### config.mk
export PLATFORM = sky130hd
export DESIGN_NAME = zlib_stream_integrity_checker_unit_flat
export DESIGN_NICKNAME = d
export VERILOG_FILES = /design/src/rtl/core/zsic_pkg.sv /design/src/rtl/core/zsic_req_if.sv /design/src/rtl/core/zsic_rsp_if.sv /design/src/rtl/core/zlib_stream_integrity_checker_unit.sv /design/src/flat_wrapper.sv
export SDC_FILE = /design/constraint.sdc
export NUM_CORES = 1
export LEC_CHECK = 0
export BUFFER_PORTS_ARGS = -buffer_cell sky130_fd_sc_hd__buf_2
export CORE_AREA = 2 2 189 191
export DETAILED_ROUTE_END_ITERATION = 8
export DIE_AREA = 0 0 191 193
export PLACE_DENSITY = 0.7
export SYNTH_ARGS = -nofsm -noshare
export SYNTH_HDL_FRONTEND = slang
export SYNTH_SLANG_ARGS = --single-unit
export TNS_END_PERCENT = 30
### constraint.sdc
create_clock -name clock -period 9.08 [get_ports clock]
set_input_delay 1.816 -clock clock [delete_from_list [all_inputs] [get_ports clock]]
set_output_delay 1.816 -clock clock [all_outputs]
set_load 0.01 [all_outputs]
### src/rtl/core/zsic_pkg.sv
`timescale 1ns / 1ps
`default_nettype none

package zsic_pkg;

   localparam int FUNC_W          = 2;
   localparam int BYTE_W          = 8;
   localparam int WORD_W          = 32;
   localparam int STATUS_W        = 2;
   localparam int SUM_W           = 16;
   localparam int STREAM_W        = 25;
   localparam int TOTAL_W         = 29;
   localparam int CSR_DATA_W      = 29;
   localparam int CSR_INDEX_W     = 1;

   localparam logic [SUM_W:0]      ADLER_MOD          = 17'd65521;
   localparam int                  HDR_CHECK_DIV      = 31;
   localparam logic [3:0]          DEFLATE_METHOD     = 4'd8;
   localparam logic [3:0]          MAX_WINDOW_INFO    = 4'd7;
   localparam logic [7:0]          PRESET_DICT_MASK   = 8'd32;
   localparam logic [WORD_W-1:0]   MIN_CODED_LENGTH   = 32'd6;
   localparam logic [STREAM_W-1:0] STREAM_LIMIT_RESET = 25'd4194304;
   localparam logic [TOTAL_W-1:0]  TOTAL_LIMIT_RESET  = 29'd33554432;

   typedef enum logic [FUNC_W-1:0] {
      FUNC_START = 2'd0,
      FUNC_DATA  = 2'd1,
      FUNC_END   = 2'd2
   } func_type;

   typedef enum logic [STATUS_W-1:0] {
      STATUS_OK          = 2'd0,
      STATUS_LIMIT       = 2'd1,
      STATUS_UNSUPPORTED = 2'd2,
      STATUS_INVALID     = 2'd3
   } status_type;

   localparam logic [CSR_INDEX_W-1:0] CSR_STREAM_BYTE_LIMIT = 1'd0;
   localparam logic [CSR_INDEX_W-1:0] CSR_TOTAL_BYTE_LIMIT  = 1'd1;

   // Header word is cmf*256 + flg; 256 = 8 (mod 31) and 32 = 1 (mod 31), so fold
   // to cmf*8 + flg and then add 5-bit digits.
   function automatic logic header_ok(input logic [7:0] cmf, input logic [7:0] flg);
      logic [11:0] folded;
      logic [6:0]  digits;
      logic        div_ok;
      folded = {1'b0, cmf, 3'b000} + {4'b0000, flg};
      digits = {2'b00, folded[4:0]} + {2'b00, folded[9:5]} + {5'b00000, folded[11:10]};
      div_ok = (digits == 7'd0) || (digits == 7'(HDR_CHECK_DIV))
            || (digits == 7'(2 * HDR_CHECK_DIV));
      return (cmf[3:0] == DEFLATE_METHOD) && (cmf[7:4] <= MAX_WINDOW_INFO)
          && div_ok && ((flg & PRESET_DICT_MASK) == 8'd0);
   endfunction

endpackage

`default_nettype wire

### src/rtl/core/zsic_req_if.sv
`timescale 1ns / 1ps
`default_nettype none

interface zsic_req_if;
   logic                             valid;
   logic                             ready;
   logic [zsic_pkg::FUNC_W-1:0]      func;
   logic [7:0]                       header_cmf;
   logic [7:0]                       header_flg;
   logic                             is_compressed;
   logic [zsic_pkg::WORD_W-1:0]      coded_length;
   logic [zsic_pkg::BYTE_W-1:0]      data_byte;
   logic [zsic_pkg::WORD_W-1:0]      trailer_word;

   modport source (
      output valid, func, header_cmf, header_flg, is_compressed, coded_length,
             data_byte, trailer_word,
      input  ready
   );

   modport sink (
      input  valid, func, header_cmf, header_flg, is_compressed, coded_length,
             data_byte, trailer_word,
      output ready
   );
endinterface

`default_nettype wire

### src/rtl/core/zsic_rsp_if.sv
`timescale 1ns / 1ps
`default_nettype none

interface zsic_rsp_if;
   logic                           valid;
   logic                           ready;
   logic [zsic_pkg::STATUS_W-1:0]  status;
   logic [zsic_pkg::WORD_W-1:0]    checksum;
   logic [zsic_pkg::STREAM_W-1:0]  stream_bytes;
   logic [zsic_pkg::TOTAL_W-1:0]   total_bytes;

   modport source (
      output valid, status, checksum, stream_bytes, total_bytes,
      input  ready
   );

   modport sink (
      input  valid, status, checksum, stream_bytes, total_bytes,
      output ready
   );
endinterface

`default_nettype wire

### src/rtl/core/zlib_stream_integrity_checker_unit.sv
`timescale 1ns / 1ps
`default_nettype none

// zlib stream integrity checker. Items arrive on req_bus: start (coded length
// and zlib header check in compressed mode), decoded data byte (counted against
// the per-stream and lifetime limits and folded into Adler-32) and end (trailer
// compare in compressed mode). Every item gives exactly one result on rsp_bus
// with the sticky status, the current Adler-32 and both byte counts. Throughput
// is one item per clock unless rsp_bus.ready stalls the result register. Items
// pass the input register and the result register, with the Adler-32 and count
// update done combinationally between them. The first error holds until reset.
// The user writes limits via csr_* only while idle; the block does not enforce it.
module zlib_stream_integrity_checker_unit (
   input  wire logic                               clock,
   input  wire logic                               reset,
   zsic_req_if.sink                                req_bus,
   zsic_rsp_if.source                              rsp_bus,
   input  wire logic                               csr_wr_en,
   input  wire logic [zsic_pkg::CSR_INDEX_W-1:0]   csr_index,
   input  wire logic [zsic_pkg::CSR_DATA_W-1:0]    csr_wr_data
);

   localparam int SW = zsic_pkg::SUM_W;
   localparam int CW = zsic_pkg::STREAM_W;
   localparam int TW = zsic_pkg::TOTAL_W;

   // configuration
   logic [CW-1:0] stream_limit_ff;
   logic [TW-1:0] total_limit_ff;

   // input register
   logic                             in_valid_ff, in_valid_in;
   logic [zsic_pkg::FUNC_W-1:0]      in_func_ff;
   logic [7:0]                       in_cmf_ff;
   logic [7:0]                       in_flg_ff;
   logic                             in_comp_ff;
   logic [zsic_pkg::WORD_W-1:0]      in_clen_ff;
   logic [zsic_pkg::BYTE_W-1:0]      in_byte_ff;
   logic [zsic_pkg::WORD_W-1:0]      in_trailer_ff;

   // checker state
   logic [SW-1:0]                 sum_a_ff, sum_a_in;
   logic [SW-1:0]                 sum_b_ff, sum_b_in;
   logic [CW-1:0]                 stream_count_ff, stream_count_in;
   logic [TW-1:0]                 total_count_ff, total_count_in;
   zsic_pkg::status_type          error_ff, error_in;
   logic                          comp_mode_ff, comp_mode_in;

   // result register
   logic                          rsp_valid_ff, rsp_valid_in;
   logic [zsic_pkg::STATUS_W-1:0] rsp_status_ff;
   logic [zsic_pkg::WORD_W-1:0]   rsp_checksum_ff;
   logic [CW-1:0]                 rsp_stream_ff;
   logic [TW-1:0]                 rsp_total_ff;

   logic req_xfer;
   logic advance;

   logic [SW:0]   a_sum;
   logic [SW-1:0] a_next;
   logic [SW:0]   b_sum;
   logic [SW-1:0] b_next;
   logic          over_limit;

   assign advance       = in_valid_ff && (!rsp_valid_ff || rsp_bus.ready);
   assign req_bus.ready = !in_valid_ff || advance;
   assign req_xfer      = req_bus.valid && req_bus.ready;

   assign in_valid_in  = req_xfer ? 1'b1 : (advance ? 1'b0 : in_valid_ff);
   assign rsp_valid_in = advance ? 1'b1 : (rsp_bus.ready ? 1'b0 : rsp_valid_ff);

   // Adler-32 byte step and limit check: each sum stays below twice the modulus
   always_comb begin
      a_sum  = {1'b0, sum_a_ff} + {{(SW + 1 - zsic_pkg::BYTE_W){1'b0}}, in_byte_ff};
      a_next = (a_sum >= zsic_pkg::ADLER_MOD) ? SW'(a_sum - zsic_pkg::ADLER_MOD)
                                              : a_sum[SW-1:0];
      b_sum  = {1'b0, sum_b_ff} + {1'b0, a_next};
      b_next = (b_sum >= zsic_pkg::ADLER_MOD) ? SW'(b_sum - zsic_pkg::ADLER_MOD)
                                              : b_sum[SW-1:0];
      over_limit = (({1'b0, stream_count_ff} + (CW + 1)'(1)) > {1'b0, stream_limit_ff})
                || (({1'b0, total_count_ff} + (TW + 1)'(1)) > {1'b0, total_limit_ff});
   end

   always_comb begin
      sum_a_in        = sum_a_ff;
      sum_b_in        = sum_b_ff;
      stream_count_in = stream_count_ff;
      total_count_in  = total_count_ff;
      error_in        = error_ff;
      comp_mode_in    = comp_mode_ff;
      if (error_ff == zsic_pkg::STATUS_OK) begin
         case (zsic_pkg::func_type'(in_func_ff))
            zsic_pkg::FUNC_START: begin
               stream_count_in = '0;
               sum_a_in        = SW'(1);
               sum_b_in        = '0;
               comp_mode_in    = in_comp_ff;
               if (in_comp_ff) begin
                  if (in_clen_ff < zsic_pkg::MIN_CODED_LENGTH) begin
                     error_in = zsic_pkg::STATUS_INVALID;
                  end else if (!zsic_pkg::header_ok(in_cmf_ff, in_flg_ff)) begin
                     error_in = zsic_pkg::STATUS_UNSUPPORTED;
                  end
               end
            end
            zsic_pkg::FUNC_DATA: begin
               if (over_limit) begin
                  error_in = zsic_pkg::STATUS_LIMIT;
               end else begin
                  stream_count_in = stream_count_ff + CW'(1);
                  total_count_in  = total_count_ff + TW'(1);
                  sum_a_in        = a_next;
                  sum_b_in        = b_next;
               end
            end
            zsic_pkg::FUNC_END: begin
               if (comp_mode_ff && (in_trailer_ff != {sum_b_ff, sum_a_ff})) begin
                  error_in = zsic_pkg::STATUS_INVALID;
               end
            end
            default: begin
               // unused code: state reported unchanged
            end
         endcase
      end
   end

   always_ff @(posedge clock) begin
      if (reset) begin
         stream_limit_ff <= zsic_pkg::STREAM_LIMIT_RESET;
         total_limit_ff  <= zsic_pkg::TOTAL_LIMIT_RESET;
      end else if (csr_wr_en) begin
         unique case (csr_index)
            zsic_pkg::CSR_STREAM_BYTE_LIMIT: stream_limit_ff <= csr_wr_data[CW-1:0];
            zsic_pkg::CSR_TOTAL_BYTE_LIMIT:  total_limit_ff  <= csr_wr_data[TW-1:0];
            default: begin
            end
         endcase
      end
   end

   always_ff @(posedge clock) begin
      if (reset) begin
         in_valid_ff     <= 1'b0;
         rsp_valid_ff    <= 1'b0;
         sum_a_ff        <= SW'(1);
         sum_b_ff        <= '0;
         stream_count_ff <= '0;
         total_count_ff  <= '0;
         error_ff        <= zsic_pkg::STATUS_OK;
         comp_mode_ff    <= 1'b0;
      end else begin
         in_valid_ff  <= in_valid_in;
         rsp_valid_ff <= rsp_valid_in;
         if (advance) begin
            sum_a_ff        <= sum_a_in;
            sum_b_ff        <= sum_b_in;
            stream_count_ff <= stream_count_in;
            total_count_ff  <= total_count_in;
            error_ff        <= error_in;
            comp_mode_ff    <= comp_mode_in;
         end
      end
   end

   // payload registers, no reset
   always_ff @(posedge clock) begin
      if (req_xfer) begin
         in_func_ff    <= req_bus.func;
         in_cmf_ff     <= req_bus.header_cmf;
         in_flg_ff     <= req_bus.header_flg;
         in_comp_ff    <= req_bus.is_compressed;
         in_clen_ff    <= req_bus.coded_length;
         in_byte_ff    <= req_bus.data_byte;
         in_trailer_ff <= req_bus.trailer_word;
      end
      if (advance) begin
         rsp_status_ff   <= error_in;
         rsp_checksum_ff <= {sum_b_in, sum_a_in};
         rsp_stream_ff   <= stream_count_in;
         rsp_total_ff    <= total_count_in;
      end
   end

   assign rsp_bus.valid        = rsp_valid_ff;
   assign rsp_bus.status       = rsp_status_ff;
   assign rsp_bus.checksum     = rsp_checksum_ff;
   assign rsp_bus.stream_bytes = rsp_stream_ff;
   assign rsp_bus.total_bytes  = rsp_total_ff;

endmodule

`default_nettype wire

### src/flat_wrapper.sv
// flat-port wrapper written by rule: the top's interface ports become plain ports
module zlib_stream_integrity_checker_unit_flat 
  (clock, reset, csr_wr_en, csr_index, csr_wr_data, req_bus_valid, req_bus_func, req_bus_header_cmf, req_bus_header_flg, req_bus_is_compressed, req_bus_coded_length, req_bus_data_byte, req_bus_trailer_word, req_bus_ready, rsp_bus_valid, rsp_bus_status, rsp_bus_checksum, rsp_bus_stream_bytes, rsp_bus_total_bytes, rsp_bus_ready);
  zsic_req_if req_bus_i ();
  zsic_rsp_if rsp_bus_i ();
  input  wire logic clock;
  input  wire logic reset;
  input  wire logic csr_wr_en;
  input  wire logic [zsic_pkg::CSR_INDEX_W-1:0] csr_index;
  input  wire logic [zsic_pkg::CSR_DATA_W-1:0] csr_wr_data;
  input wire logic [$bits(req_bus_i.valid)-1:0] req_bus_valid;
  input wire logic [$bits(req_bus_i.func)-1:0] req_bus_func;
  input wire logic [$bits(req_bus_i.header_cmf)-1:0] req_bus_header_cmf;
  input wire logic [$bits(req_bus_i.header_flg)-1:0] req_bus_header_flg;
  input wire logic [$bits(req_bus_i.is_compressed)-1:0] req_bus_is_compressed;
  input wire logic [$bits(req_bus_i.coded_length)-1:0] req_bus_coded_length;
  input wire logic [$bits(req_bus_i.data_byte)-1:0] req_bus_data_byte;
  input wire logic [$bits(req_bus_i.trailer_word)-1:0] req_bus_trailer_word;
  output wire logic [$bits(req_bus_i.ready)-1:0] req_bus_ready;
  output wire logic [$bits(rsp_bus_i.valid)-1:0] rsp_bus_valid;
  output wire logic [$bits(rsp_bus_i.status)-1:0] rsp_bus_status;
  output wire logic [$bits(rsp_bus_i.checksum)-1:0] rsp_bus_checksum;
  output wire logic [$bits(rsp_bus_i.stream_bytes)-1:0] rsp_bus_stream_bytes;
  output wire logic [$bits(rsp_bus_i.total_bytes)-1:0] rsp_bus_total_bytes;
  input wire logic [$bits(rsp_bus_i.ready)-1:0] rsp_bus_ready;
  assign req_bus_i.valid = req_bus_valid;
  assign req_bus_i.func = req_bus_func;
  assign req_bus_i.header_cmf = req_bus_header_cmf;
  assign req_bus_i.header_flg = req_bus_header_flg;
  assign req_bus_i.is_compressed = req_bus_is_compressed;
  assign req_bus_i.coded_length = req_bus_coded_length;
  assign req_bus_i.data_byte = req_bus_data_byte;
  assign req_bus_i.trailer_word = req_bus_trailer_word;
  assign req_bus_ready = req_bus_i.ready;
  assign rsp_bus_valid = rsp_bus_i.valid;
  assign rsp_bus_status = rsp_bus_i.status;
  assign rsp_bus_checksum = rsp_bus_i.checksum;
  assign rsp_bus_stream_bytes = rsp_bus_i.stream_bytes;
  assign rsp_bus_total_bytes = rsp_bus_i.total_bytes;
  assign rsp_bus_i.ready = rsp_bus_ready;
  zlib_stream_integrity_checker_unit u_core (.clock(clock), .reset(reset), .req_bus(req_bus_i), .rsp_bus(rsp_bus_i), .csr_wr_en(csr_wr_en), .csr_index(csr_index), .csr_wr_data(csr_wr_data));
endmodule
After elaboration in Yosys (flattened, before gate mapping)
Cells that the tools add are included.
Word-level totals
  logic and storage cells: 92
  flip-flop bits (word level): 324
Operators by class
  reductions and logical operators: 22
  $add $sub $neg: 11
  equal/unequal tests: 6
  bitwise gates (word level): 1
  muxes and demuxes: 25
  magnitude comparators: 6
Operators with widths (count)
  16-bit 2-to-1 mux: 6
  29-bit 2-to-1 mux: 3
  16-bit one-hot mux with 2 select lines: 2
  25-bit 2-to-1 mux: 2
  25-bit one-hot mux with 2 select lines: 1
  17-bit by 16-bit greater-or-equal comparator with 1-bit output (second input constant): 2
  32-bit by 3-bit less-than comparator with 1-bit output (second input constant): 1
  32-bit != test: 1
  16-bit subtractor (second input constant): 2
  29-bit by 1-bit adder with 30-bit output (second input constant): 1
  30-bit by 29-bit greater-than comparator with 1-bit output: 1
  29-bit by 1-bit adder with 29-bit output (second input constant): 1
  25-bit by 1-bit adder with 26-bit output (second input constant): 1
  26-bit by 25-bit greater-than comparator with 1-bit output: 1
  25-bit by 1-bit adder with 25-bit output (second input constant): 1
  16-bit by 16-bit adder with 17-bit output: 1
  16-bit by 8-bit adder with 17-bit output: 1
  11-bit by 8-bit adder with 12-bit output: 1
  2-bit 2-to-1 mux: 6
  8-bit logical NOT: 1
  7-bit by 2-bit adder with 7-bit output: 1
  7-bit by 5-bit == test with 1-bit output (second input constant): 1
  7-bit by 6-bit == test with 1-bit output (second input constant): 1
  7-bit logical NOT: 1
  other kinds (15): 31

Longest topological paths before layout
Gate-level depths: netlist (run 1).
  depth in word-level cells: 13
  mapped depth: 25

Worst setup path before layout (run 1)
Ideal clock, no wire load.
  kind: register to register
  start: register u_core.in_byte_ff[0] (netlist bit)
  end: register u_core.rsp_checksum_ff (netlist bit u_core.rsp_bus.checksum[23]), data pin
  library setup time: 0.256 ns
  data arrival time: 6.650 ns
  period minus slack after synthesis: 6.907 ns
  path slack: 2.173 ns
  buffers on the path: 4
  required time: 8.824 ns
  cell stages (with the launch flop): 25
  path through: edfxtp_1 ha_1 fa_1 a211oi_1 o211ai_1 and3_1 nor2_1 or4b_1 buf_2 or4_1 buf_2 a2111o_1 xnor2_1 ha_1 clkbuf_1 and3_1 and3_1 a211oi_1 xor2_1 a211o_1 nor4_1 clkbuf_1 o21ai_0 xnor2_1 a22o_1
On the way
  longest elaborated chain between the ends: 9
  elaborated cells between the ends (all ways): 11
  those cells by class: 4 x add/sub; 2 x order compare; 5 x mux
RTL lines
  from (decl): RTL line zlib_stream_integrity_checker_unit.sv:38  | logic [zsic_pkg::BYTE_W-1:0] in_byte_ff;
  from (signal assigned): RTL line zlib_stream_integrity_checker_unit.sv:174  | in_byte_ff <= req_bus.data_byte;
  16-bit by 8-bit adder with 17-bit output *: RTL line zlib_stream_integrity_checker_unit.sv:74  | a_sum = {1'b0, sum_a_ff} + {{(SW + 1 - zsic_pkg::BYTE_W){1'b0}}, in_byte_ff};
  16-bit subtractor / 17-bit by 16-bit greater-or-equal comparator with 1-bit output (equally long branches): RTL line zlib_stream_integrity_checker_unit.sv:75  | a_next = (a_sum >= zsic_pkg::ADLER_MOD) ? SW'(a_sum - zsic_pkg::ADLER_MOD)
  16-bit 2-to-1 mux *: RTL line zlib_stream_integrity_checker_unit.sv:75
  16-bit by 16-bit adder with 17-bit output *: RTL line zlib_stream_integrity_checker_unit.sv:77  | b_sum = {1'b0, sum_b_ff} + {1'b0, a_next};
  16-bit subtractor / 17-bit by 16-bit greater-or-equal comparator with 1-bit output (equally long branches): RTL line zlib_stream_integrity_checker_unit.sv:78  | b_next = (b_sum >= zsic_pkg::ADLER_MOD) ? SW'(b_sum - zsic_pkg::ADLER_MOD)
  16-bit 2-to-1 mux *: RTL line zlib_stream_integrity_checker_unit.sv:78
  16-bit 2-to-1 mux *: RTL line zlib_stream_integrity_checker_unit.sv:107  | if (over_limit) begin
  16-bit one-hot mux with 2 select lines *: RTL line zlib_stream_integrity_checker_unit.sv:92  | case (zsic_pkg::func_type'(in_func_ff))
  16-bit 2-to-1 mux *: RTL line zlib_stream_integrity_checker_unit.sv:91  | if (error_ff == zsic_pkg::STATUS_OK) begin
  named net u_core.sum_b_in[7]: RTL line zlib_stream_integrity_checker_unit.sv:43  | logic [SW-1:0] sum_b_ff, sum_b_in;
  to (signal assigned): RTL line zlib_stream_integrity_checker_unit.sv:179  | rsp_checksum_ff <= {sum_b_in, sum_a_in};
  to (decl): RTL line zlib_stream_integrity_checker_unit.sv:52  | logic [zsic_pkg::WORD_W-1:0] rsp_checksum_ff;
Mark *: on every way through the listed nets, which the timed path passes. The rest lies on a longest branch.
A chain may end at the register's enable or synchronous reset.

Final worst setup path (run 1)
Ends and elaborated chain as after synthesis.

==> results of run 1 <==
==> state kept, by name, summed over array words and instances, names as in the netlist <==
name and flops:
u_core.rsp_bus.valid 1, u_core.stream_count_ff 25, u_core.rsp_bus.status 2, u_core.total_count_ff 29, u_core.rsp_bus.checksum 32, u_core.in_byte_ff 8
u_core.error_ff 2, u_core.stream_limit_ff 25, u_core.rsp_bus.stream_bytes 25, u_core.in_comp_ff 1, u_core.rsp_bus.total_bytes 29, u_core.in_flg_ff 8
u_core.in_valid_ff 1, u_core.in_trailer_ff 32, u_core.total_limit_ff 29, u_core.sum_a_ff 16, u_core.sum_b_ff 16, u_core.comp_mode_ff 1
u_core.in_func_ff 2, u_core.in_cmf_ff 8, u_core.in_clen_ff 31
==> layer usage <==
layer	routed length, um	global-route usage
met2	20900	0.399
met5	0	0
met3	3750	0.0606
met4	1580	0.0942
met1	19700	0.321
==> layout by cell type (no fill, tap or decap), types with 15 or more instances in the layout <==
cell type,n
a211oi_1,15
a21o_1,18
a21oi_1,126
a22o_1,22
a31oi_1,22
and2_1,19
and3_1,32
buf_2,213
clkbuf_16,38
dfxtp_1,145
edfxtp_1,178
ha_1,98
inv_1,89
nand2_1,246
nand3_1,69
nand4_1,21
nor2_1,126
nor3_1,37
o211ai_1,23
o21ai_0,84
xnor2_1,124
xor2_1,65
==> power groups by stage <==
stage | registers (mW) | clock network, mW | logic, mW
floorplan | 1.67 | 0 | 0.239
global placement | 1.66 | 0 | 0.365
detailed placement | 1.66 | 0 | 0.374
CTS | 1.63 | 1.48 | 0.376
global route | 1.64 | 1.53 | 0.419
finish | 1.63 | 1.46 | 0.378
==> final cells by class <==
class / count / area (um^2)
clock inverters: 21 / 178
repair buffers: 226 / 1160
multi-input cells: 1331 / 8580
diodes: 2 / 5.00
clock buffers: 43 / 1000
well taps: 461 / 577
flip-flops and latches: 323 / 8250
fillers: 3065 / 14900
inverters: 91 / 344
==> metrics by stage <==
stage / worst slack [ns] / hold WS (ns) / total power [mW] / cell area [um^2] / cells
3_3_place_gp: 1.45 / 0.443 / 2.03 / 18900 / 2432
3_5_place_dp: 1.35 / 0.448 / 2.04 / 18900 / 2432
5_1_grt: 0.676 / 0.471 / 3.59 / 20100 / 2496
6_report: 1.12 / 0.454 / 3.46 / 20100 / 2498
2_1_floorplan: 2.17 / 0.436 / 1.91 / 17600 / 1854
4_1_cts: 1.28 / 0.457 / 3.49 / 20100 / 2496
==> worst max-delay path, stage by stage (launching register included) <==
cell	delay [ns]
edfxtp_1	0.38
ha_1	0.25
fa_1	0.54
a211oi_1	0.52
o211ai_1	0.28
and3_1	0.29
nor2_1	0.26
or4b_1	0.59
or4_1	0.70
a2111o_1	0.46
xnor2_1	0.45
ha_1	0.44
and3_1	0.25
and3_1	0.19
a211oi_1	0.46
xor2_1	0.22
a211o_1	0.34
nor4_1	0.29
buf_4	0.25
o21ai_0	0.14
xnor2_1	0.19
a22o_1	0.21
==> worst min-delay path by stage <==
stage,startpoint,endpoint,cells past startpoint
2_1_floorplan,u_core.stream_limit_ff[10]$_SDFFE_PP0P_,u_core.stream_limit_ff[10]$_SDFFE_PP0P_,2
3_5_place_dp,u_core.total_limit_ff[7]$_SDFFE_PP0P_,u_core.total_limit_ff[7]$_SDFFE_PP0P_,2
3_3_place_gp,u_core.total_limit_ff[4]$_SDFFE_PP0P_,u_core.total_limit_ff[4]$_SDFFE_PP0P_,2
4_1_cts,u_core.total_limit_ff[7]$_SDFFE_PP0P_,u_core.total_limit_ff[7]$_SDFFE_PP0P_,2
6_report,u_core.total_limit_ff[13]$_SDFFE_PP0P_,u_core.total_limit_ff[13]$_SDFFE_PP0P_,2
5_1_grt,u_core.total_limit_ff[2]$_SDFFE_PP0P_,u_core.total_limit_ff[2]$_SDFFE_PP0P_,2
==> cells by family after synthesis <==
logic type	count (synthesis)	synth area share
AOI/OAI and AO/OA	404	0.148
xor gates and xnor gates	189	0.0942
adders and majority gates	103	0.0755
buffers and inverters	200	0.0437
DFF	323	0.469
muxes	6	0.00349
and+or+nand+nor	629	0.166
==> metrics.cfg, run 1 <==
[hold_path]
hold_path.class = flop to flop

[routing]
drc = 0
firstDrtPassIters = 7
wire_per_inst_um = 18.4
drt-total-wl_mm = 45.9
route.vias.total = 14300
avgViaCountPerCell = 5.71
drtAntennaViolNets = 0
drt_iter0_markers = 1132

[logic_synthesis]
synth_seq_cells = 323
synth_seq_area_share = 0.469
synth_edf_count = 178
syn_area_um2 = 17600
synth_area_per_cell_um2 = 9.48
synth_top_cell_area_share = 0.304
yosys-top-cells-count = nand2_1, edfxtp_1, dfxtp_1, a21oi_1, nor2_1
synth.area.top_cells = edfxtp_1, dfxtp_1, ha_1, xnor2_1, nand2_1
yosys.area.top_type = edfxtp_1
yosysMostFrequentCell = nand2_1
synth_cell_types = 75
synth.net_count = 2083
synthArstFlopShare = 0
synthCells = 1854
yosys_warnings = 0
synthFlopType = edfxtp_1

[critical_path]
arrival_ns = 8.25
critPathRequiredTime_ns = 9.37
crit-reg2reg-launch = u_core.in_byte_ff[0]$_DFFE_PP_
r2r-end = u_core.rsp_bus.checksum[23]$_DFFE_PP_
crit_start = u_core.in_byte_ff[0]$_DFFE_PP_
start_kind = flop
critPathMaxFanout = 13
r2r_cells = 21
r2r_setup_slack_ns = 1.12
endpoint = u_core.rsp_bus.checksum[23]$_DFFE_PP_
cp-end-kind = flop
critical_path_class = flop to flop

[pwr]
seq_power_share = 0.471
p_leak_nw = 7.87
p_comb_frac = 0.109
intPower_mw = 2.59
clkPwrFrac = 0.420
p_switching_mw = 0.876
swShare = 0.253
irDropWorstVdd_mv = 0.170
p_per_area_nw_per_um2 = 172

[placement]
io_buffers = 214
hpwl_mm = 33.2
place_congestion = 0.893

[clock_tree]
htree_levels = 2
cts_resized = 0
cts.sinks = 323
clk_latency_ns = 0.56
holdBufCountCts = 0
cts_inserted_buffers = 36
post_cts_buffers = 0
clkSlewWorstSetupHoldPaths_ns = 0.06
cts-root-buf = clkbuf_16
clockBufferDepth = 3
cts_tree = yes

[timing]
rsz0062_at_grt = no
fin_worst_skew_ns = 0.0262
max_slew_margin = 0.257
worst_slew_pin_slew_ns = 1.12
fmaxAchievable_mhz = 126
finalHoldViolCount = 0
min_period_ns = 7.96
finalSetupTns_ns = 0
finalMaxSlewViolations = 0
post-route-period-util = 0.877
setup_violations = 0

[run]
maxCapViolations = 0

[floorplanning]
die_w_um = 191
floorplan.rows = 69
die-height_um = 193
start_util = 0.503
core_area_um2 = 35000
dieArea_um2 = 36900
ioPinCount = 216

[grt]
gr-total-overflow = 0
grt_use_total = 0.247
grt_start_max_net_pins = 81
grt_pass1_wl_mm = 71.0
first_global_vias = 13500
antenna_found_initial = 2

[status]
status = complete, no violations

[finish]
syn2layout_area_growth_pct = 14.3
fin_util = 0.575
drive_gt1_frac = 0.149
final_nets = 2238

(Power assumes the default switching activity.)
==> inputs of run 2 (changes only) <==
Settings changed: CORE_AREA 2 2 189 191 to 2 2 225 161, DIE_AREA 0 0 191 193 to 0 0 227 163.
==> metrics.cfg, run 2 (synthesized netlist as in run 1, its figures left out) <==
[status]
status = complete, no violations  ; unchanged

[finish]
syn2layout_area_growth_pct = 14.1  ; was 14.3%
fill_cells = 3108  ; was 3065
final_cell_mix = nand2_1, buf_2, edfxtp_1  ; unchanged
drive_gt1_frac = 0.147  ; was 0.149
stdcell_count = 2517  ; was 2498
final_common_cell = nand2_1  ; unchanged
final_nets = 2239  ; was 2238
fin_util = 0.571  ; was 0.575

[clock_tree]
cts_inserted_buffers = 34  ; was 36
cts-root-buf = clkbuf_16  ; unchanged
cts_resized = 0  ; unchanged
htree_levels = 2  ; unchanged
cts.sinks = 323  ; unchanged
holdBufCountCts = 0  ; unchanged
clk_latency_ns = 0.53  ; was 0.56 ns
post_cts_buffers = 0  ; unchanged
clockBufferDepth = 3  ; unchanged
cts_tree = yes  ; unchanged
clkSlewWorstSetupHoldPaths_ns = 0.06  ; about the same

[grt]
antenna_found_initial = 8  ; was 2
gr-total-overflow = 0  ; unchanged
grt_pass1_wl_mm = 74.7  ; was 71.0 mm
first_global_vias = 13200  ; was 13500
grt_use_total = 0.263  ; was 0.247
grt_start_max_net_pins = 76  ; was 81

[timing]
max_slew_margin = 0.178  ; was 0.257
setup_violations = 0  ; unchanged
rsz0062_at_grt = no  ; unchanged
fin_worst_skew_ns = 0.0159  ; was 0.0262 ns
finalHoldViolCount = 0  ; unchanged
fmaxAchievable_mhz = 122  ; was 126 MHz
worst_slew_pin_slew_ns = 1.22  ; was 1.12 ns
min_period_ns = 8.17  ; was 7.96 ns
finalMaxSlewViolations = 0  ; unchanged
finalSetupTns_ns = 0  ; unchanged
post-route-period-util = 0.900  ; was 0.877

[routing]
route.vias.total = 14500  ; was 14300
firstDrtPassIters = 5  ; was 7
avgViaCountPerCell = 5.77  ; was 5.71
drt_iter0_markers = 1389  ; was 1132
wire_per_inst_um = 19.5  ; was 18.4 um
drtAntennaViolNets = 0  ; unchanged
drt-total-wl_mm = 49.2  ; was 45.9 mm
drc = 0  ; unchanged

[floorplanning]
ioPinCount = 216  ; unchanged
die_w_um = 227  ; was 191 um
core_area_um2 = 35100  ; was 35000 um^2
start_util = 0.500  ; was 0.503
dieArea_um2 = 37000  ; was 36900 um^2
floorplan.rows = 58  ; was 69
die-height_um = 163  ; was 193 um

[critical_path]
critical_path_class = flop to flop  ; unchanged
start_kind = flop  ; unchanged
critPathRequiredTime_ns = 9.34  ; was 9.37 ns
arrival_ns = 8.43  ; was 8.25 ns
cp-end-kind = flop  ; unchanged
critPathMaxFanout = 13  ; unchanged

[pwr]
p_per_area_nw_per_um2 = 170  ; was 172 nW/um^2
power_mw = 3.41  ; was 3.46 mW
irDropWorstVdd_mv = 0.179  ; was 0.170 mV
p_leak_nw = 7.83  ; was 7.87 nW

[placement]
place_congestion = 0.901  ; was 0.893
hpwl_mm = 36.0  ; was 33.2 mm
io_buffers = 214  ; unchanged
placed_cells_incl_taps = 2454  ; was 2432

[hold_path]
hold_path.class = flop to flop  ; unchanged

[run]
maxCapViolations = 0  ; unchanged

-- run 2: cell types whose count changed in the layout (fill, tap and decap cells not counted) --
cell / previous run / this run
clkbuf_16: 38 / 35
buf_4: 13 / 16
clkinv_4: 2 / 0
bufinv_16: 2 / 3
clkinvlp_4: 5 / 6
inv_4: 2 / 1
clkbuf_8: 3 / 0
clkbuf_1: 2 / 4
clkinv_1: 3 / 5
-- run 2: power by group --
group | switching [mW] | total, mW | leakage (nW) | internal [mW]
combinational | 0.248 | 0.387 | 4.46 | 0.138
sequential | 0.0273 | 1.63 | 2.85 | 1.60
clock | 0.596 | 1.39 | 0.521 | 0.794
total | 0.871 | 3.41 | 7.83 | 2.54
-- run 2: area by class of cell --
cell class / count / area, um^2 / share of cell area
clock inverters: 22 / 199 / 0.00992
diodes: 2 / 5.00 / 0.000250
well taps: 480 / 601 / 0.0300
inverters: 91 / 344 / 0.0172
clock buffers: 39 / 891 / 0.0444
repair buffers: 229 / 1190 / 0.0592
flip-flops and latches: 323 / 8250 / 0.411
multi-input cells: 1331 / 8580 / 0.428
-- run 2: worst paths after layout --
kind | from | to | slack, ns | cells after the start
worst max-delay path | u_core.sum_a_ff[5]$_SDFFE_PP0P_ | u_core.rsp_bus.checksum[27]$_DFFE_PP_ | 0.91 | 22
worst min register to register | u_core.total_limit_ff[27]$_SDFFE_PP0P_ | u_core.total_limit_ff[27]$_SDFFE_PP0P_ | 0.45 | 2
worst max register to register | u_core.sum_a_ff[5]$_SDFFE_PP0P_ | u_core.rsp_bus.checksum[27]$_DFFE_PP_ | 0.91 | 22
worst min-delay path | u_core.total_limit_ff[27]$_SDFFE_PP0P_ | u_core.total_limit_ff[27]$_SDFFE_PP0P_ | 0.45 | 2
-- run 2: per-stage QoR --
stage	setup slack, ns	hold WS, ns	instance area (um^2)
finish	0.907	0.454	20100
global route	0.342	0.473	20000
detailed placement	1.11	0.447	19000
global placement	1.14	0.443	19000
floorplan	2.17	0.436	17600
CTS	1.06	0.455	20000
-- run 2: worst max-delay path, stage by stage (launching register included) --
cell and delay [ns]:
dfxtp_1 0.38, ha_1 0.59, nand4_1 0.19, nor3_1 0.74, nor3_1 0.14, or3b_1 0.42
or4b_1 0.60, nor4_1 0.44, nor2_1 0.14, xnor2_1 0.40, ha_1 0.32, inv_1 0.08
fa_1 0.44, nand3b_1 0.25, and2_1 0.20, o311ai_0 1.02, o2111a_1 0.40, nand3_1 0.11
nor4_1 0.19, buf_4 0.25, o21ai_0 0.12, xnor2_1 0.36, o21ai_0 0.13
-- run 2: metal layers --
layer	GRT usage	vias up	wire (um)
li1	-	6926	-
met1	0.401	6866	23100
met2	0.369	628	20200
met3	0.0660	81	4790
met4	0.0621	10	979
met5	0	-	55
==> inputs of run 3 (changes only) <==
Settings changed: BUFFER_PORTS_ARGS -buffer_cell sky130_fd_sc_hd__buf_2 to unset, CORE_AREA 2 2 225 161 to 3 3 226 162, DIE_AREA 0 0 227 163 to 0 0 229 165, DONT_BUFFER_PORTS set to 1, PLACE_DENSITY 0.7 to 0.65.
==> metrics.cfg, run 3 (synthesized netlist as in run 1, its figures left out) <==
[status]
status = complete, no violations  ; unchanged

[grt]
grt_use_total = 0.253  ; was 0.263
antenna_found_initial = 4  ; was 8
gr-total-overflow = 0  ; unchanged
first_global_vias = 12500  ; was 13200
grt_start_max_net_pins = 103  ; was 76
grt_pass1_wl_mm = 74.2  ; was 74.7 mm

[timing]
rsz0062_at_grt = no  ; unchanged
setup_violations = 0  ; unchanged
max_slew_margin = 0.158  ; was 0.178
finalWorstSetupSlack_ns = 0.812  ; was 0.907 ns
finalHoldViolCount = 0  ; unchanged
fmaxAchievable_mhz = 121  ; was 122 MHz
whs_ns = 0.451  ; was 0.454 ns
fin_worst_skew_ns = 0.0233  ; was 0.0159 ns
worst_slew_pin_slew_ns = 1.25  ; was 1.22 ns
min_period_ns = 8.27  ; was 8.17 ns
finalSetupTns_ns = 0  ; unchanged
finalMaxSlewViolations = 0  ; unchanged
post-route-period-util = 0.911  ; was 0.900

[clock_tree]
cts-root-buf = clkbuf_16  ; unchanged
cts.sinks = 323  ; unchanged
clk_latency_ns = 0.54  ; was 0.53 ns
cts_inserted_buffers = 34  ; unchanged
cts_resized = 0  ; unchanged
clkSlewWorstSetupHoldPaths_ns = 0.06  ; about the same
cts_tree = yes  ; unchanged
post_cts_buffers = 0  ; unchanged
htree_levels = 2  ; unchanged
holdBufCountCts = 0  ; unchanged
clockBufferDepth = 3  ; unchanged

[critical_path]
critPathRequiredTime_ns = 9.35  ; was 9.34 ns
critical_path_class = flop to flop  ; unchanged
path_cells = ha_1 -> fa_1 -> a211oi_1 -> o211ai_1 -> and3_1 -> nor2_1 -> or4b_1 -> or4_1 -> a21oi_1 -> xor2_1 -> inv_1 -> ha_1 -> o2111ai_1 -> a31oi_1 -> nor2_1 -> or3_1 -> a211o_1 -> nor4_1 -> buf_4 -> or2_2 -> a31oi_1 -> a22o_1  ; was ha_1 -> nand4_1 -> nor3_1 -> nor3_1 -> or3b_1 -> or4b_1 -> nor4_1 -> nor2_1 -> xnor2_1 -> ha_1 -> inv_1 -> fa_1 -> nand3b_1 -> and2_1 -> o311ai_0 -> o2111a_1 -> nand3_1 -> nor4_1 -> buf_4 -> o21ai_0 -> xnor2_1 -> o21ai_0
start_kind = flop  ; unchanged
crit_path_top_delay_cell = or4_1  ; was o311ai_0
arrival_ns = 8.53  ; was 8.43 ns
cp-end-kind = flop  ; unchanged
critPathMaxFanout = 13  ; unchanged
r2r_setup_slack_ns = 0.81  ; was 0.91 ns
max_stage_delay_ns = 0.71  ; was 1.02 ns

[pwr]
irDropWorstVdd_mv = 0.209  ; was 0.179 mV
p_leak_nw = 7.00  ; was 7.83 nW
p_per_area_nw_per_um2 = 177  ; was 170 nW/um^2

[routing]
drc = 0  ; unchanged
route.vias.total = 13700  ; was 14500
firstDrtPassIters = 6  ; was 5
drt_iter0_markers = 1397  ; was 1389
wire_per_inst_um = 21.3  ; was 19.5 um
drtAntennaViolNets = 0  ; unchanged
drt-total-wl_mm = 48.9  ; was 49.2 mm
avgViaCountPerCell = 5.97  ; was 5.77

[placement]
placed_cells_incl_taps = 2229  ; was 2454
hpwl_mm = 35.4  ; was 36.0 mm
place_congestion = 0.897  ; was 0.901
io_buffers = 0  ; was 214
place_worst_setup_slack_ns = 1.18  ; was 1.11 ns

[finish]
final_common_cell = nand2_1  ; unchanged
final_nets = 2022  ; was 2239
syn2layout_area_growth_pct = 7.85  ; was 14.1%
final_cell_mix = nand2_1, edfxtp_1, dfxtp_1  ; was nand2_1, buf_2, edfxtp_1
stdcell_count = 2294  ; was 2517
drive_gt1_frac = 0.0462  ; was 0.147

[floorplanning]
floorplan.rows = 57  ; was 58
ioPinCount = 216  ; unchanged
dieArea_um2 = 37800  ; was 37000 um^2
core_area_um2 = 34500  ; was 35100 um^2
die_w_um = 229  ; was 227 um
start_util = 0.509  ; was 0.500
die-height_um = 165  ; was 163 um

[hold_path]
hold_path.class = flop to flop  ; unchanged

[run]
maxCapViolations = 0  ; unchanged

[run 3: cell count changes in the layout (fill, tap and decap cells not counted), sizes merged]
| cell | previous run | this run |
|---|---|---|
| diode | 2 | 3 |
| clkinv | 13 | 14 |
| clkinvlp | 6 | 3 |
| inv | 91 | 94 |
| buf | 229 | 12 |
[run 3: cell type report]
type	instances	area (um^2)
inverters	91	344
flip-flops and latches	323	8250
repair buffers	12	90.1
clock buffers	39	870
fillers	3069	15600
diodes	3	7.51
clock inverters	23	228
well taps	472	591
multi-input cells	1331	8580
[run 3: critical path, delay by kind of cell (launching register included)]
| family | cells | cell delay, ns |
|---|---|---|
| simple gates | 8 | 2.93 |
| flops | 1 | 0.36 |
| xor+xnor | 1 | 0.59 |
| buf+inv | 2 | 0.35 |
| fa+ha+maj | 3 | 1.29 |
| compound gates | 8 | 2.45 |
[run 3: power by group]
group | leakage [nW] | internal (mW) | switching (mW)
Sequential | 2.85 | 1.60 | 0.0413
Clock | 0.531 | 0.786 | 0.607
Combinational | 3.62 | 0.107 | 0.211
Total | 7.00 | 2.50 | 0.860
[run 3: stage by stage]
stage                util  power (mW)  area (um^2)
floorplan               -        1.91        17600
detailed placement  0.517        1.99        17900
finish              0.549        3.36        19000
global placement    0.517        1.98        17900
CTS                 0.549        3.38        19000
global route        0.549        3.48        19000
[run 3: path summary, 6_finish.rpt]
check                                         startpoint                                     end  cells past startpoint
setup / recovery         u_core.sum_a_ff[0]$_SDFFE_PP1P_   u_core.rsp_bus.checksum[20]$_DFFE_PP_                     22
hold reg to reg   u_core.total_limit_ff[19]$_SDFFE_PP0P_  u_core.total_limit_ff[19]$_SDFFE_PP0P_                      2
hold / removal    u_core.total_limit_ff[19]$_SDFFE_PP0P_  u_core.total_limit_ff[19]$_SDFFE_PP0P_                      2
setup reg to reg         u_core.sum_a_ff[0]$_SDFFE_PP1P_   u_core.rsp_bus.checksum[20]$_DFFE_PP_                     22
[run 3: routing by layer]
metal | global-route usage | part of all wire
met1 | 0.397 | 0.48
met2 | 0.341 | 0.39
met3 | 0.0619 | 0.10
met4 | 0.0632 | 0.021
met5 | 0 | 0.00037
